File: src/hdl/tle_pkg.sv
// Shared types and constants for the toroidal Life engine.
// No dependencies; the engine, cell and sequencer files in hdl/ refer to this package.
`default_nettype none

package tle_pkg;

  localparam int ROWS_DEF      = 8;
  localparam int COL_BYTES_DEF = 4;

  localparam logic [7:0] DIV_RESET = 8'd16;

  // Restoring remainder: highest shift of the divider that can fit a 9-bit value
  localparam logic [3:0] MOD_TOP_SHIFT = 4'd8;

  // Rule B3/S23 expressed as 16*self + neighbours
  localparam logic [4:0] LIFE_BIRTH   = 5'd3;
  localparam logic [4:0] LIFE_SURV_LO = 5'd18;
  localparam logic [4:0] LIFE_SURV_HI = 5'd19;

  typedef enum logic [1:0] {
    OP_TICK  = 2'd0,
    OP_WRITE = 2'd1,
    OP_READ  = 2'd2
  } op_t;

  typedef enum logic [1:0] {
    ST_IDLE    = 2'd0,
    ST_MOD     = 2'd1,
    ST_COMPUTE = 2'd2
  } state_t;

  // Commands broadcast to every row cell
  typedef struct packed {
    logic copy;   // load the pending generation onto the display
    logic step;   // rotate one column and evaluate one cell
  } cell_ctl_t;

  // Tick result handed from the sequencer to the output register
  typedef struct packed {
    logic done;
    logic shown;
    logic computed;
  } tick_res_t;

endpackage

`default_nettype wire

File: src/hdl/tle_in_if.sv
// Input channel of the Life engine: valid/ready plus one request item.
// Depends on nothing.
`default_nettype none

interface tle_in_if;
  logic       valid;
  logic       ready;
  logic [1:0] op;
  logic [2:0] row_index;
  logic [1:0] byte_column;
  logic [7:0] pixel_byte;

  modport source (output valid, output op, output row_index, output byte_column,
                  output pixel_byte, input ready);
  modport sink   (input valid, input op, input row_index, input byte_column,
                  input pixel_byte, output ready);
endinterface

`default_nettype wire

File: src/hdl/tle_out_if.sv
// Result channel of the Life engine: valid/ready plus one result item.
// Depends on nothing.
`default_nettype none

interface tle_out_if;
  logic       valid;
  logic       ready;
  logic [7:0] read_byte;
  logic       generation_shown;
  logic       generation_computed;

  modport source (output valid, output read_byte, output generation_shown,
                  output generation_computed, input ready);
  modport sink   (input valid, input read_byte, input generation_shown,
                  input generation_computed, output ready);
endinterface

`default_nettype wire

File: src/hdl/toroidal_life_engine.sv
// Toroidal Life engine: a ring of row cells sweeps one column per cycle.
// Reads, writes and ticks needing no remainder register their result in the cycle after
// acceptance; a tick after the divider fell to or below the count runs the nine-step
// remainder unit first. Input takes one item per cycle unless a result is waiting or
// the sequencer runs the remainder unit or a column sweep. Reset (synchronous, rst_n
// low) clears display, pending rows, counter and the pending and valid flags at once.
`default_nettype none

module toroidal_life_engine #(
  parameter int ROWS      = tle_pkg::ROWS_DEF,
  parameter int COL_BYTES = tle_pkg::COL_BYTES_DEF
) (
  input  wire logic       clk,
  input  wire logic       rst_n,
  tle_in_if.sink          in_ch,
  tle_out_if.source       out_ch,
  input  wire logic       cfg_we,
  input  wire logic [7:0] cfg_data
);

  localparam int NCOLS = COL_BYTES * 8;

  tle_pkg::cell_ctl_t cell_ctl;
  tle_pkg::tick_res_t tick_res;
  logic               busy;
  logic               in_acc;
  logic               tick_acc;
  logic               wr_acc;
  logic               rd_acc;
  logic [7:0]         rd_byte;
  logic [2:0]         win_w    [ROWS];
  logic [NCOLS-1:0]   row_bits [ROWS];

  logic               out_valid_r, out_valid_nxt;
  logic [7:0]         rd_byte_r, rd_byte_nxt;
  logic               shown_r, shown_nxt;
  logic               computed_r, computed_nxt;

  assign in_ch.ready = !busy && (!out_valid_r || out_ch.ready);
  assign in_acc      = in_ch.valid && in_ch.ready;

  always_comb begin
    tick_acc = 1'b0;
    wr_acc   = 1'b0;
    rd_acc   = 1'b0;
    unique case (tle_pkg::op_t'(in_ch.op))
      tle_pkg::OP_TICK:  tick_acc = in_acc;
      tle_pkg::OP_WRITE: wr_acc   = in_acc;
      tle_pkg::OP_READ:  rd_acc   = in_acc;
      default: ;
    endcase
  end

  tle_ctrl #(.COL_BYTES(COL_BYTES)) u_ctrl (
    .clk      (clk),
    .rst_n    (rst_n),
    .tick_acc (tick_acc),
    .cfg_we   (cfg_we),
    .cfg_data (cfg_data),
    .busy     (busy),
    .cell_ctl (cell_ctl),
    .tick_res (tick_res)
  );

  for (genvar r = 0; r < ROWS; r++) begin : g_row
    tle_cell #(.COL_BYTES(COL_BYTES)) u_cell (
      .clk      (clk),
      .rst_n    (rst_n),
      .ctl      (cell_ctl),
      .wr_en    (wr_acc && (32'(in_ch.row_index) == r)),
      .wr_col   (in_ch.byte_column),
      .wr_data  (in_ch.pixel_byte),
      .up_win   (win_w[(r + ROWS - 1) % ROWS]),
      .dn_win   (win_w[(r + 1) % ROWS]),
      .win      (win_w[r]),
      .row_bits (row_bits[r])
    );
  end

  // Addresses beyond the bitmap match no row or byte and read as zero
  always_comb begin
    rd_byte = 8'd0;
    for (int r = 0; r < ROWS; r++) begin
      for (int b = 0; b < COL_BYTES; b++) begin
        if ((32'(in_ch.row_index) == r) && (32'(in_ch.byte_column) == b)) begin
          rd_byte = row_bits[r][NCOLS-1-8*b -: 8];
        end
      end
    end
  end

  // Reads and writes answer at once; ticks answer when the sequencer has the flags
  always_comb begin
    out_valid_nxt = out_valid_r;
    rd_byte_nxt   = rd_byte_r;
    shown_nxt     = shown_r;
    computed_nxt  = computed_r;
    priority if (tick_res.done) begin
      out_valid_nxt = 1'b1;
      rd_byte_nxt   = 8'd0;
      shown_nxt     = tick_res.shown;
      computed_nxt  = tick_res.computed;
    end else if (in_acc && !tick_acc) begin
      out_valid_nxt = 1'b1;
      rd_byte_nxt   = rd_acc ? rd_byte : 8'd0;
      shown_nxt     = 1'b0;
      computed_nxt  = 1'b0;
    end else if (out_ch.ready) begin
      out_valid_nxt = 1'b0;
    end
  end

  always_ff @(posedge clk) begin
    if (!rst_n) begin
      out_valid_r <= 1'b0;
    end else begin
      out_valid_r <= out_valid_nxt;
    end
  end

  always_ff @(posedge clk) begin
    rd_byte_r  <= rd_byte_nxt;
    shown_r    <= shown_nxt;
    computed_r <= computed_nxt;
  end

  assign out_ch.valid               = out_valid_r;
  assign out_ch.read_byte           = rd_byte_r;
  assign out_ch.generation_shown    = shown_r;
  assign out_ch.generation_computed = computed_r;

endmodule

`default_nettype wire

File: src/hdl/tle_cell.sv
// One display row of the Life engine: display and pending row registers,
// column rotation and the per-pixel rule. Depends on tle_pkg.
`default_nettype none

module tle_cell #(
  parameter int COL_BYTES = tle_pkg::COL_BYTES_DEF
) (
  input  wire logic                     clk,
  input  wire logic                     rst_n,
  input  wire tle_pkg::cell_ctl_t       ctl,
  input  wire logic                     wr_en,
  input  wire logic [1:0]               wr_col,
  input  wire logic [7:0]               wr_data,
  input  wire logic [2:0]               up_win,
  input  wire logic [2:0]               dn_win,
  output      logic [2:0]               win,
  output      logic [COL_BYTES*8-1:0]   row_bits
);

  localparam int NCOLS = COL_BYTES * 8;

  logic [NCOLS-1:0] row_r, row_nxt;
  logic [NCOLS-1:0] pend_r, pend_nxt;
  logic [3:0]       nbr_cnt;
  logic [4:0]       score;
  logic             alive;

  // Column under evaluation sits at the top bit; left and right wrap round
  assign win      = {row_r[0], row_r[NCOLS-1], row_r[NCOLS-2]};
  assign row_bits = row_r;

  always_comb begin
    nbr_cnt = 4'(up_win[0]) + 4'(up_win[1]) + 4'(up_win[2])
            + 4'(dn_win[0]) + 4'(dn_win[1]) + 4'(dn_win[2])
            + 4'(win[2]) + 4'(win[0]);
    score   = {win[1], 4'b0000} + 5'(nbr_cnt);
    alive   = (score == tle_pkg::LIFE_BIRTH) || (score == tle_pkg::LIFE_SURV_LO) ||
              (score == tle_pkg::LIFE_SURV_HI);
  end

  always_comb begin
    row_nxt  = row_r;
    pend_nxt = pend_r;
    priority if (ctl.copy) begin
      row_nxt = pend_r;
    end else if (ctl.step) begin
      row_nxt  = {row_r[NCOLS-2:0], row_r[NCOLS-1]};
      pend_nxt = {pend_r[NCOLS-2:0], alive};
    end else if (wr_en) begin
      for (int b = 0; b < COL_BYTES; b++) begin
        if (32'(wr_col) == b) begin
          row_nxt[NCOLS-1-8*b -: 8] = wr_data;
        end
      end
    end
  end

  always_ff @(posedge clk) begin
    if (!rst_n) begin
      row_r  <= '0;
      pend_r <= '0;
    end else begin
      row_r  <= row_nxt;
      pend_r <= pend_nxt;
    end
  end

endmodule

`default_nettype wire

File: src/hdl/tle_ctrl.sv
// Sequencer of the Life engine: divider register, prescale counter with its
// remainder unit, pending flag and the column sweep. Depends on tle_pkg.
`default_nettype none

module tle_ctrl #(
  parameter int COL_BYTES = tle_pkg::COL_BYTES_DEF
) (
  input  wire logic                clk,
  input  wire logic                rst_n,
  input  wire logic                tick_acc,
  input  wire logic                cfg_we,
  input  wire logic [7:0]          cfg_data,
  output      logic                busy,
  output      tle_pkg::cell_ctl_t  cell_ctl,
  output      tle_pkg::tick_res_t  tick_res
);

  localparam int NCOLS = COL_BYTES * 8;
  localparam int StepW = $clog2(NCOLS);

  tle_pkg::state_t  state_r, state_nxt;
  logic [StepW-1:0] step_r, step_nxt;
  logic [7:0]       div_r, div_nxt;
  logic [7:0]       cnt_r, cnt_nxt;
  logic             pend_rdy_r, pend_rdy_nxt;
  logic             shown_r, shown_nxt;
  logic [8:0]       mod_v_r, mod_v_nxt;
  logic [3:0]       mod_i_r, mod_i_nxt;

  logic [7:0]       div_eff;
  logic [8:0]       cnt_inc;
  logic [16:0]      mod_sub;
  logic [8:0]       mod_rem;
  logic             step_last;

  assign div_eff   = (div_r == 8'd0) ? 8'd1 : div_r;
  assign cnt_inc   = {1'b0, cnt_r} + 9'd1;
  assign step_last = (step_r == StepW'(NCOLS - 1));

  // One restoring step: drop the shifted divider if it fits
  always_comb begin
    mod_sub = 17'(div_eff) << mod_i_r;
    mod_rem = mod_v_r;
    if (17'(mod_v_r) >= mod_sub) begin
      mod_rem = 9'(17'(mod_v_r) - mod_sub);
    end
  end

  // Next state
  always_comb begin
    state_nxt = state_r;
    unique case (state_r)
      tle_pkg::ST_IDLE: begin
        if (tick_acc) begin
          priority if (cnt_inc > 9'(div_eff)) begin
            state_nxt = tle_pkg::ST_MOD;
          end else if (cnt_inc == 9'(div_eff)) begin
            state_nxt = tle_pkg::ST_COMPUTE;
          end else begin
            state_nxt = tle_pkg::ST_IDLE;
          end
        end
      end
      tle_pkg::ST_MOD: begin
        if (mod_i_r == 4'd0) begin
          state_nxt = (mod_rem == 9'd0) ? tle_pkg::ST_COMPUTE : tle_pkg::ST_IDLE;
        end
      end
      tle_pkg::ST_COMPUTE: begin
        if (step_last) begin
          state_nxt = tle_pkg::ST_IDLE;
        end
      end
      default: state_nxt = tle_pkg::ST_IDLE;
    endcase
  end

  // Outputs
  always_comb begin
    busy              = 1'b1;
    cell_ctl          = '0;
    tick_res          = '0;
    unique case (state_r)
      tle_pkg::ST_IDLE: begin
        busy          = 1'b0;
        cell_ctl.copy = tick_acc && pend_rdy_r;
        if (tick_acc && (cnt_inc <= 9'(div_eff))) begin
          tick_res.done     = 1'b1;
          tick_res.shown    = pend_rdy_r;
          tick_res.computed = (cnt_inc == 9'(div_eff));
        end
      end
      tle_pkg::ST_MOD: begin
        if (mod_i_r == 4'd0) begin
          tick_res.done     = 1'b1;
          tick_res.shown    = shown_r;
          tick_res.computed = (mod_rem == 9'd0);
        end
      end
      tle_pkg::ST_COMPUTE: begin
        cell_ctl.step = 1'b1;
      end
      default: busy = 1'b1;
    endcase
  end

  // Counters and flags
  always_comb begin
    div_nxt      = cfg_we ? cfg_data : div_r;
    cnt_nxt      = cnt_r;
    pend_rdy_nxt = pend_rdy_r;
    shown_nxt    = shown_r;
    mod_v_nxt    = mod_v_r;
    mod_i_nxt    = mod_i_r;
    step_nxt     = step_r;
    unique case (state_r)
      tle_pkg::ST_IDLE: begin
        if (tick_acc) begin
          pend_rdy_nxt = 1'b0;
          shown_nxt    = pend_rdy_r;
          mod_v_nxt    = cnt_inc;
          mod_i_nxt    = tle_pkg::MOD_TOP_SHIFT;
          if (cnt_inc < 9'(div_eff)) begin
            cnt_nxt = cnt_inc[7:0];
          end else if (cnt_inc == 9'(div_eff)) begin
            cnt_nxt = 8'd0;
          end
        end
      end
      tle_pkg::ST_MOD: begin
        mod_v_nxt = mod_rem;
        if (mod_i_r == 4'd0) begin
          cnt_nxt = mod_rem[7:0];
        end else begin
          mod_i_nxt = mod_i_r - 4'd1;
        end
      end
      tle_pkg::ST_COMPUTE: begin
        if (step_last) begin
          step_nxt     = '0;
          pend_rdy_nxt = 1'b1;
        end else begin
          step_nxt = step_r + StepW'(1);
        end
      end
      default: step_nxt = '0;
    endcase
  end

  always_ff @(posedge clk) begin
    if (!rst_n) begin
      state_r    <= tle_pkg::ST_IDLE;
      step_r     <= '0;
      div_r      <= tle_pkg::DIV_RESET;
      cnt_r      <= 8'd0;
      pend_rdy_r <= 1'b0;
    end else begin
      state_r    <= state_nxt;
      step_r     <= step_nxt;
      div_r      <= div_nxt;
      cnt_r      <= cnt_nxt;
      pend_rdy_r <= pend_rdy_nxt;
    end
  end

  always_ff @(posedge clk) begin
    shown_r <= shown_nxt;
    mod_v_r <= mod_v_nxt;
    mod_i_r <= mod_i_nxt;
  end

`ifndef NO_ASSERTIONS
  a_copy_not_step: assert property (@(posedge clk) disable iff (!rst_n)
    !(cell_ctl.copy && cell_ctl.step))
    else $error("display load and column sweep at once");

  a_computed_sweeps: assert property (@(posedge clk) disable iff (!rst_n)
    (tick_res.done && tick_res.computed) |=> (state_r == tle_pkg::ST_COMPUTE))
    else $error("computed tick without a column sweep");

  a_step_idle_zero: assert property (@(posedge clk) disable iff (!rst_n)
    (state_r != tle_pkg::ST_COMPUTE) |-> (step_r == '0))
    else $error("column counter left non-zero outside the sweep");

  a_pending_drop: assert property (@(posedge clk) disable iff (!rst_n)
    ($fell(pend_rdy_r) && $past(rst_n)) |-> $past(cell_ctl.copy))
    else $error("pending generation dropped without being shown");
`endif

endmodule

`default_nettype wire
File: src/flat_wrapper.sv
// flat-port wrapper written by rule: the top's interface ports become plain ports
module toroidal_life_engine_flat 
#(
  parameter int ROWS      = tle_pkg::ROWS_DEF,
  parameter int COL_BYTES = tle_pkg::COL_BYTES_DEF
)
  (clk, rst_n, cfg_we, cfg_data, in_ch_valid, in_ch_op, in_ch_row_index, in_ch_byte_column, in_ch_pixel_byte, in_ch_ready, out_ch_valid, out_ch_read_byte, out_ch_generation_shown, out_ch_generation_computed, out_ch_ready);
  tle_in_if in_ch_i ();
  tle_out_if out_ch_i ();
  input  wire logic clk;
  input  wire logic rst_n;
  input  wire logic cfg_we;
  input  wire logic [7:0] cfg_data;
  input wire logic [$bits(in_ch_i.valid)-1:0] in_ch_valid;
  input wire logic [$bits(in_ch_i.op)-1:0] in_ch_op;
  input wire logic [$bits(in_ch_i.row_index)-1:0] in_ch_row_index;
  input wire logic [$bits(in_ch_i.byte_column)-1:0] in_ch_byte_column;
  input wire logic [$bits(in_ch_i.pixel_byte)-1:0] in_ch_pixel_byte;
  output wire logic [$bits(in_ch_i.ready)-1:0] in_ch_ready;
  output wire logic [$bits(out_ch_i.valid)-1:0] out_ch_valid;
  output wire logic [$bits(out_ch_i.read_byte)-1:0] out_ch_read_byte;
  output wire logic [$bits(out_ch_i.generation_shown)-1:0] out_ch_generation_shown;
  output wire logic [$bits(out_ch_i.generation_computed)-1:0] out_ch_generation_computed;
  input wire logic [$bits(out_ch_i.ready)-1:0] out_ch_ready;
  assign in_ch_i.valid = in_ch_valid;
  assign in_ch_i.op = in_ch_op;
  assign in_ch_i.row_index = in_ch_row_index;
  assign in_ch_i.byte_column = in_ch_byte_column;
  assign in_ch_i.pixel_byte = in_ch_pixel_byte;
  assign in_ch_ready = in_ch_i.ready;
  assign out_ch_valid = out_ch_i.valid;
  assign out_ch_read_byte = out_ch_i.read_byte;
  assign out_ch_generation_shown = out_ch_i.generation_shown;
  assign out_ch_generation_computed = out_ch_i.generation_computed;
  assign out_ch_i.ready = out_ch_ready;
  toroidal_life_engine #(.ROWS(ROWS), .COL_BYTES(COL_BYTES)) u_core (.clk(clk), .rst_n(rst_n), .in_ch(in_ch_i), .out_ch(out_ch_i), .cfg_we(cfg_we), .cfg_data(cfg_data));
endmodule
File: config.mk
export PLATFORM = sky130hd
export DESIGN_NAME = toroidal_life_engine_flat
export DESIGN_NICKNAME = d
export VERILOG_FILES = /design/src/hdl/tle_pkg.sv /design/src/hdl/tle_in_if.sv /design/src/hdl/tle_out_if.sv /design/src/hdl/toroidal_life_engine.sv /design/src/hdl/tle_cell.sv /design/src/hdl/tle_ctrl.sv /design/src/flat_wrapper.sv
export SDC_FILE = /design/constraint.sdc
export NUM_CORES = 2
export LEC_CHECK = 0
export BUFFER_PORTS_ARGS = -buffer_cell sky130_fd_sc_hd__clkbuf_2
export CORE_MARGIN = 2
export CORE_UTILIZATION = 45
export DETAILED_ROUTE_END_ITERATION = 10
export GPL_ROUTABILITY_DRIVEN = 0
export PLACE_DENSITY_LB_ADDON = 0.1
export SYNTH_ARGS = -nofsm -noshare
export SYNTH_HDL_FRONTEND = slang
export SYNTH_SLANG_ARGS = --single-unit
File: constraint.sdc
create_clock -name clk -period 4.3 [get_ports clk]
set_input_delay 0.86 -clock clk [delete_from_list [all_inputs] [get_ports clk]]
set_output_delay 0.86 -clock clk [all_outputs]
set_load 0.02 [all_outputs]
=== After elaboration in Yosys (flattened, before gate mapping) ===
Index checks and enable logic that the tools add are counted.

* $add $sub $neg: 68
* $lt $le $gt $ge: 4
* Equal/unequal tests: 45
* Shift operators: 1
* Mux-type cells: 99
* Bitwise operators: 1
* Reduce and logical (&&, ||, !) cells: 127

{| class="wikitable"
|+ Operator list
! kind !! number
|-
| $mux 32 || 24
|-
| $mux 8 || 42
|-
| $add 4x1->4 || 48
|-
| $eq 5x5->1 const B || 17
|-
| $reduce_and 2->1 || 35
|-
| $logic_and 1x1->1 || 45
|-
| $add 5x4->5 || 8
|-
| $eq 5x2->1 const B || 8
|-
| $reduce_bool 3->1 || 13
|-
| $mux 9 || 2
|-
| $pmux 9 s2 || 1
|-
| $ge 9x17->1 || 1
|-
| $logic_or 1x1->1 || 17
|-
| $shl 8x4->17 || 1
|-
| $add 1x1->2 || 8
|-
| $pmux 8 s2 || 1
|-
| $mux 1 || 13
|-
| $eq 3x3->1 const B || 4
|-
| $mux 2 || 6
|-
| $pmux 5 s2 || 1
|-
| $add 8x1->9 const B || 1
|-
| $eq 9x8->1 || 1
|-
| $gt 9x8->1 || 1
|-
| $le 9x8->1 || 1
|-
| 29 further kinds || 46
|}

* Register bits after elaboration: 561
* Output and inout bits: 12

=== Longest topological paths before layout ===
* Depth after elaboration: 35
* Mapped depth: 16
* Mapped depth without buffers: 14

=== Hierarchy ===
A second synthesis with hierarchy kept.

* Cells, all modules: 3795
* Area total of the unflattened synthesis: 30207.7 sq um

{| class="wikitable"
|+ By module, submodules not included
! module !! times used !! cells each !! area each (sq um) !! seq. area each (sq um)
|-
| tle_cell || 8 || 361 || 2954.1 || 1281.2
|-
| toroidal_life_engine || 1 || 540 || 3502.1 || 240.2
|-
| tle_ctrl || 1 || 367 || 3072.9 || 900.9
|}

=== Worst setup path before layout ===
No wires, ideal clock.

* Path kind: reg2reg
* From: register u_core.u_ctrl.div_r[3]
* To: register u_core.u_ctrl.mod_v_r[2], data pin
* Setup time: 0.272 ns
* Arrival time: 3.298 ns
* Data required time: 4.028 ns
* Setup slack: 0.730 ns
* Cell stages (with the launch flop): 16
* Buffers on the path: 1
* Clock period less this slack: 3.570 ns
* Cells stage by stage: dfxtp_1 -> nor4_2 -> a21oi_1 -> inv_1 -> nand3_1 -> o21a_1 -> or2_2 -> ha_1 -> clkbuf_1 -> o21ai_0 -> a21oi_1 -> o22a_1 -> a31oi_1 -> nor3_4 -> mux2i_1 -> a21oi_1

* Word-level cells in the longest chain between the ends: 6
* Elaborated cells between the ends (all ways): 7
* Classes of those cells: add/sub (1); order compare (1); shift (1); mux (3); reduce/logical (1)

{| class="wikitable"
|+ Ends and longest elaborated chain
! item !! RTL line !! source
|-
| from (decl) || tle_ctrl.sv:23 || <nowiki>logic [7:0] div_r, div_nxt;</nowiki>
|-
| from (signal assigned) || tle_ctrl.sv:154 || <nowiki>div_r <= tle_pkg::DIV_RESET;</nowiki>
|-
| from (signal assigned) || tle_ctrl.sv:160 || <nowiki>div_r <= div_nxt;</nowiki>
|-
| $logic_not 8->1 || tle_ctrl.sv:36 || <nowiki>assign div_eff = (div_r == 8'd0) ? 8'd1 : div_r;</nowiki>
|-
| $mux 8 * || tle_ctrl.sv:36 ||
|-
| $shl 8x4->17 * || tle_ctrl.sv:42 || <nowiki>mod_sub = 17'(div_eff) << mod_i_r;</nowiki>
|-
| $ge 9x17->1 / $sub 9x9->9 (equally long branches) || tle_ctrl.sv:44, tle_ctrl.sv:45 ||
|-
| $mux 9 * || tle_ctrl.sv:44 || <nowiki>if (17'(mod_v_r) >= mod_sub) begin</nowiki>
|-
| $pmux 9 s2 * || tle_ctrl.sv:116 || <nowiki>unique case (state_r)</nowiki>
|-
| via u_core.u_ctrl.mod_v_nxt[2] || tle_ctrl.sv:27 || <nowiki>logic [8:0] mod_v_r, mod_v_nxt;</nowiki>
|-
| to (signal assigned) || tle_ctrl.sv:168 || <nowiki>mod_v_r <= mod_v_nxt;</nowiki>
|-
| to (decl) || tle_ctrl.sv:27 ||
|}

The timed path passes the listed nets; every way through them passes the cells marked *.
A chain may end at the register's enable or synchronous reset.

=== Final worst setup path ===
Same ends and word-level chain as after synthesis.

==> flow_summary.yaml <==
outcome:
  status: "complete, no violations"
hold_path:
  hold_start: "u_core.g_row[7].u_cell.pend_r[31]"
  min_path_cells: 2
  hold_path.class: "flip-flop to flip-flop"
critical_path:
  critical_path.cell_chain: "nor4_2, a21oi_1, inv_1, nand3_1, o21a_1, or2_2, ha_1, buf_4, nand4_1, o21bai_1, a21o_1, a31oi_1, nor3_4, buf_4, mux2i_1, a21oi_1"
  cp.required_ns: 4.65
  worst-path-buf-inv: 3
  crit_cells: 16
  start_kind: "flip-flop"
  r2r.worst_path.cells: 16
  startpoint: "u_core.u_ctrl.div_r[3]"
  cp-end-kind: "flip-flop"
  arrival_ns: 4.35
  crit_slowest_cell: "a31oi_1"
  worstSetupPathType: "flip-flop to flip-flop"
  cpPeakStageDelay_ns: 0.52
  cp_top_family: "compound AO/OA/AOI/OAI gates"
  r2r-start: "u_core.u_ctrl.div_r[3]"
  critPathMaxFanout: 7
floorplanning:
  die_w_um: 258
  io_pins: 40
  coreArea_um2: 64200
  floorplan.initialDensity_pct: 45.3
  num_rows: 93
  die_area_um2: 66700
  fp.dieH_um: 258
synth:
  synthArstFlopShare_pct: 0
  synth_cells: 3921
  yosysMostFrequentCell: "nand2_1"
  synth_area_um2: 29100
  yosysTopAreaCell: "dfxtp_1"
  ys_warn_count: 0
  syn_avg_cell_area_um2: 7.42
  yosys.cell_types.count: 84
  synth_top_cells_by_count: "1091 x nand2_1, 884 x a21oi_1, 545 x dfxtp_1, 277 x clkbuf_1, 263 x o211ai_1"
  synth_edf_count: 16
  synth_area_leaders: "dfxtp_1 37%, a21oi_1 15%, nand2_1 14%, o211ai_1 6.8%, clkbuf_1 3.6%"
  yosys_register_bits: 561
  synth.top_cell.area_share_pct: 37.5
  synth_nets: 4027
  synth-main-ff-cell: "dfxtp_1"
  ys_seq_area_share_pct: 39.1
clock_network:
  cts.clk_slew.worst_paths_ns: 0.06
  holdBufCountCts: 0
  cts_tree: "built"
  postCtsSetupRepairBufs: 0
  htreeDepth: 3
  clock-sinks: 561
  cts_buffers: 66
  cts_resized: 0
  cts_root_buffer: "clkbuf_16"
  cts_buffer_depth: 3
  clk_latency_ns: 0.61
global_route:
  first_global_vias: 25643
  grt_max_degree: 151
  antenna_found_initial: 3
  grt_pass1_wl_um: 157000
  grt_overflow: 0
  track_usage_pct: 29.8
power:
  leakage_uw: 0.0114
  power_density_nw_per_um2: 367
  ir_drop_v: 0.000302
cells_and_area:
  nets: 3915
  drive_gt1_share_pct: 8.19
  syn_to_final_growth_pct: 10.7
  antennaDiodeCount: 0
timing:
  setup_tns_ns: 0
  setup_viol: 0
  fin_crit_sh_pct: 93.0
  hold_viol: 0
  clock-skew-final_ns: 0.0290
  rsz0062_at_grt: "no"
  tightest_slew_ns: 1.14
  max_freq_mhz: 250
  slew_headroom_pct: 23.8
  slew_viol_final: 0
  timing.hold.ws_ns: 0.456
  period_minus_slack_ns: 4.00
drt:
  wl_per_cell_um: 21.6
  via_per_inst: 5.99
  drt-initial-drc-count: 3101
  wl_um: 102000
  route.detailed.drc: 0
  firstDrtPassIters: 7
  ant_nets: 0
  vias: 28224
place:
  port_buffers: 39
  dpl.hpwl_um: 66800
run:
  cap_violations: 0
-- cells by family after synthesis --
kind of cell               synth area share, %
muxes                                     2.74
and+or+nand+nor                           19.2
AOI/OAI and AO/OA                         28.7
buffers and inverters                     5.60
xor gates and xnor gates                 0.391
adders and majority gates                 4.20
DFF                                       39.1
-- power by group --
part	internal [µW]	total [µW]	switching [µW]
Clock	3310	5580	2280
Sequential	5260	5320	54.2
Combinational	274	917	642
-- placed cells by master (no fill, tap or decap), types with 9 or more instances in the layout --
cell	Yosys	final
buf_4	1	86
o21a_1	10	10
buf_12	0	12
o211ai_1	263	263
clkbuf_16	0	67
o22ai_1	23	23
a221oi_1	12	12
nor3_1	24	24
a31oi_1	25	25
a22oi_1	13	13
mux2_2	11	11
nor2b_1	16	15
clkbuf_2	0	37
o21ai_2	30	30
nand3_1	30	30
a211oi_1	14	14
clkbuf_1	277	21
o21ai_0	54	54
mux4_2	9	9
edfxtp_1	16	16
nor2_1	87	87
ha_1	45	45
nand2b_1	16	15
nor4_1	17	17
nand2_1	1091	1091
mux2i_1	46	46
fa_1	33	33
dfxtp_1	545	545
a2111oi_0	9	9
clkbuf_8	0	14
inv_1	106	106
a21oi_1	884	883
-- metrics by stage --
step           instance area (µm²)  setup WS, ns  power (µW)  utilization [%]  std cells
5_1_grt                      32200       0.00881       12200             50.2       4712
3_3_place_gp                 30100         0.343        6320             46.8       4592
4_1_cts                      32200         0.452       11900             50.1       4708
6_report                     32200         0.302       11800             50.2       4712
3_5_place_dp                 30100         0.325        6320             46.8       4592
2_1_floorplan                29100         0.730        6000                -       3921
-- path summary, 6_finish.rpt --
path / to / slack, ns
worst max register to register: u_core.u_ctrl.mod_v_r[2] / 0.30
worst min register to register: u_core.g_row[7].u_cell.pend_r[31] / 0.46
worst max-delay path: u_core.u_ctrl.mod_v_r[2] / 0.30
worst min-delay path: u_core.g_row[7].u_cell.pend_r[31] / 0.46
-- tightest hold or removal path, delay by kind of cell (launching register included) --
family | cells | cell delay, ns
AND/OR/NAND/NOR | 1 | 0.05
flip-flops | 1 | 0.31
AO/OA/AOI/OAI | 1 | 0.05
-- routing by layer --
layer / share of wire [%] / vias up / GRT usage, %
met5: 0.043 / - / 0
met2: 44 / 1081 / 45.6
met1: 45 / 13409 / 42.5
met4: 3.3 / 6 / 10.7
li1: - / 13535 / -
met3: 7.4 / 193 / 4.60
-- cell type report --
cell class,count,area (µm²)
clock buffers,102,1950
fillers,6418,32000
inverters,110,420
repair buffers,135,1070
flip-flops and latches,561,11400
multi-input cells,2935,16100
well taps,855,1070
clock inverters,14,183
-- flip-flops by register name, indices dropped and copies added (netlist names) --
signal	cells
u_core.u_ctrl.mod_v_r	9
u_core.u_ctrl.cnt_r	8
u_core.out_ch.read_byte	8
u_core.u_ctrl.state_r	2
u_core.u_ctrl.mod_i_r	4
u_core.g_row.u_cell.pend_r	256
u_core.out_ch.valid	1
u_core.u_ctrl.pend_rdy_r	1
u_core.u_ctrl.div_r	8
u_core.out_ch.generation_computed	1
u_core.g_row.u_cell.row_bits	256
u_core.u_ctrl.step_r	5
u_core.u_ctrl.shown_r	1
u_core.out_ch.generation_shown	1
Note: power is estimated with default switching activity, not from simulation.
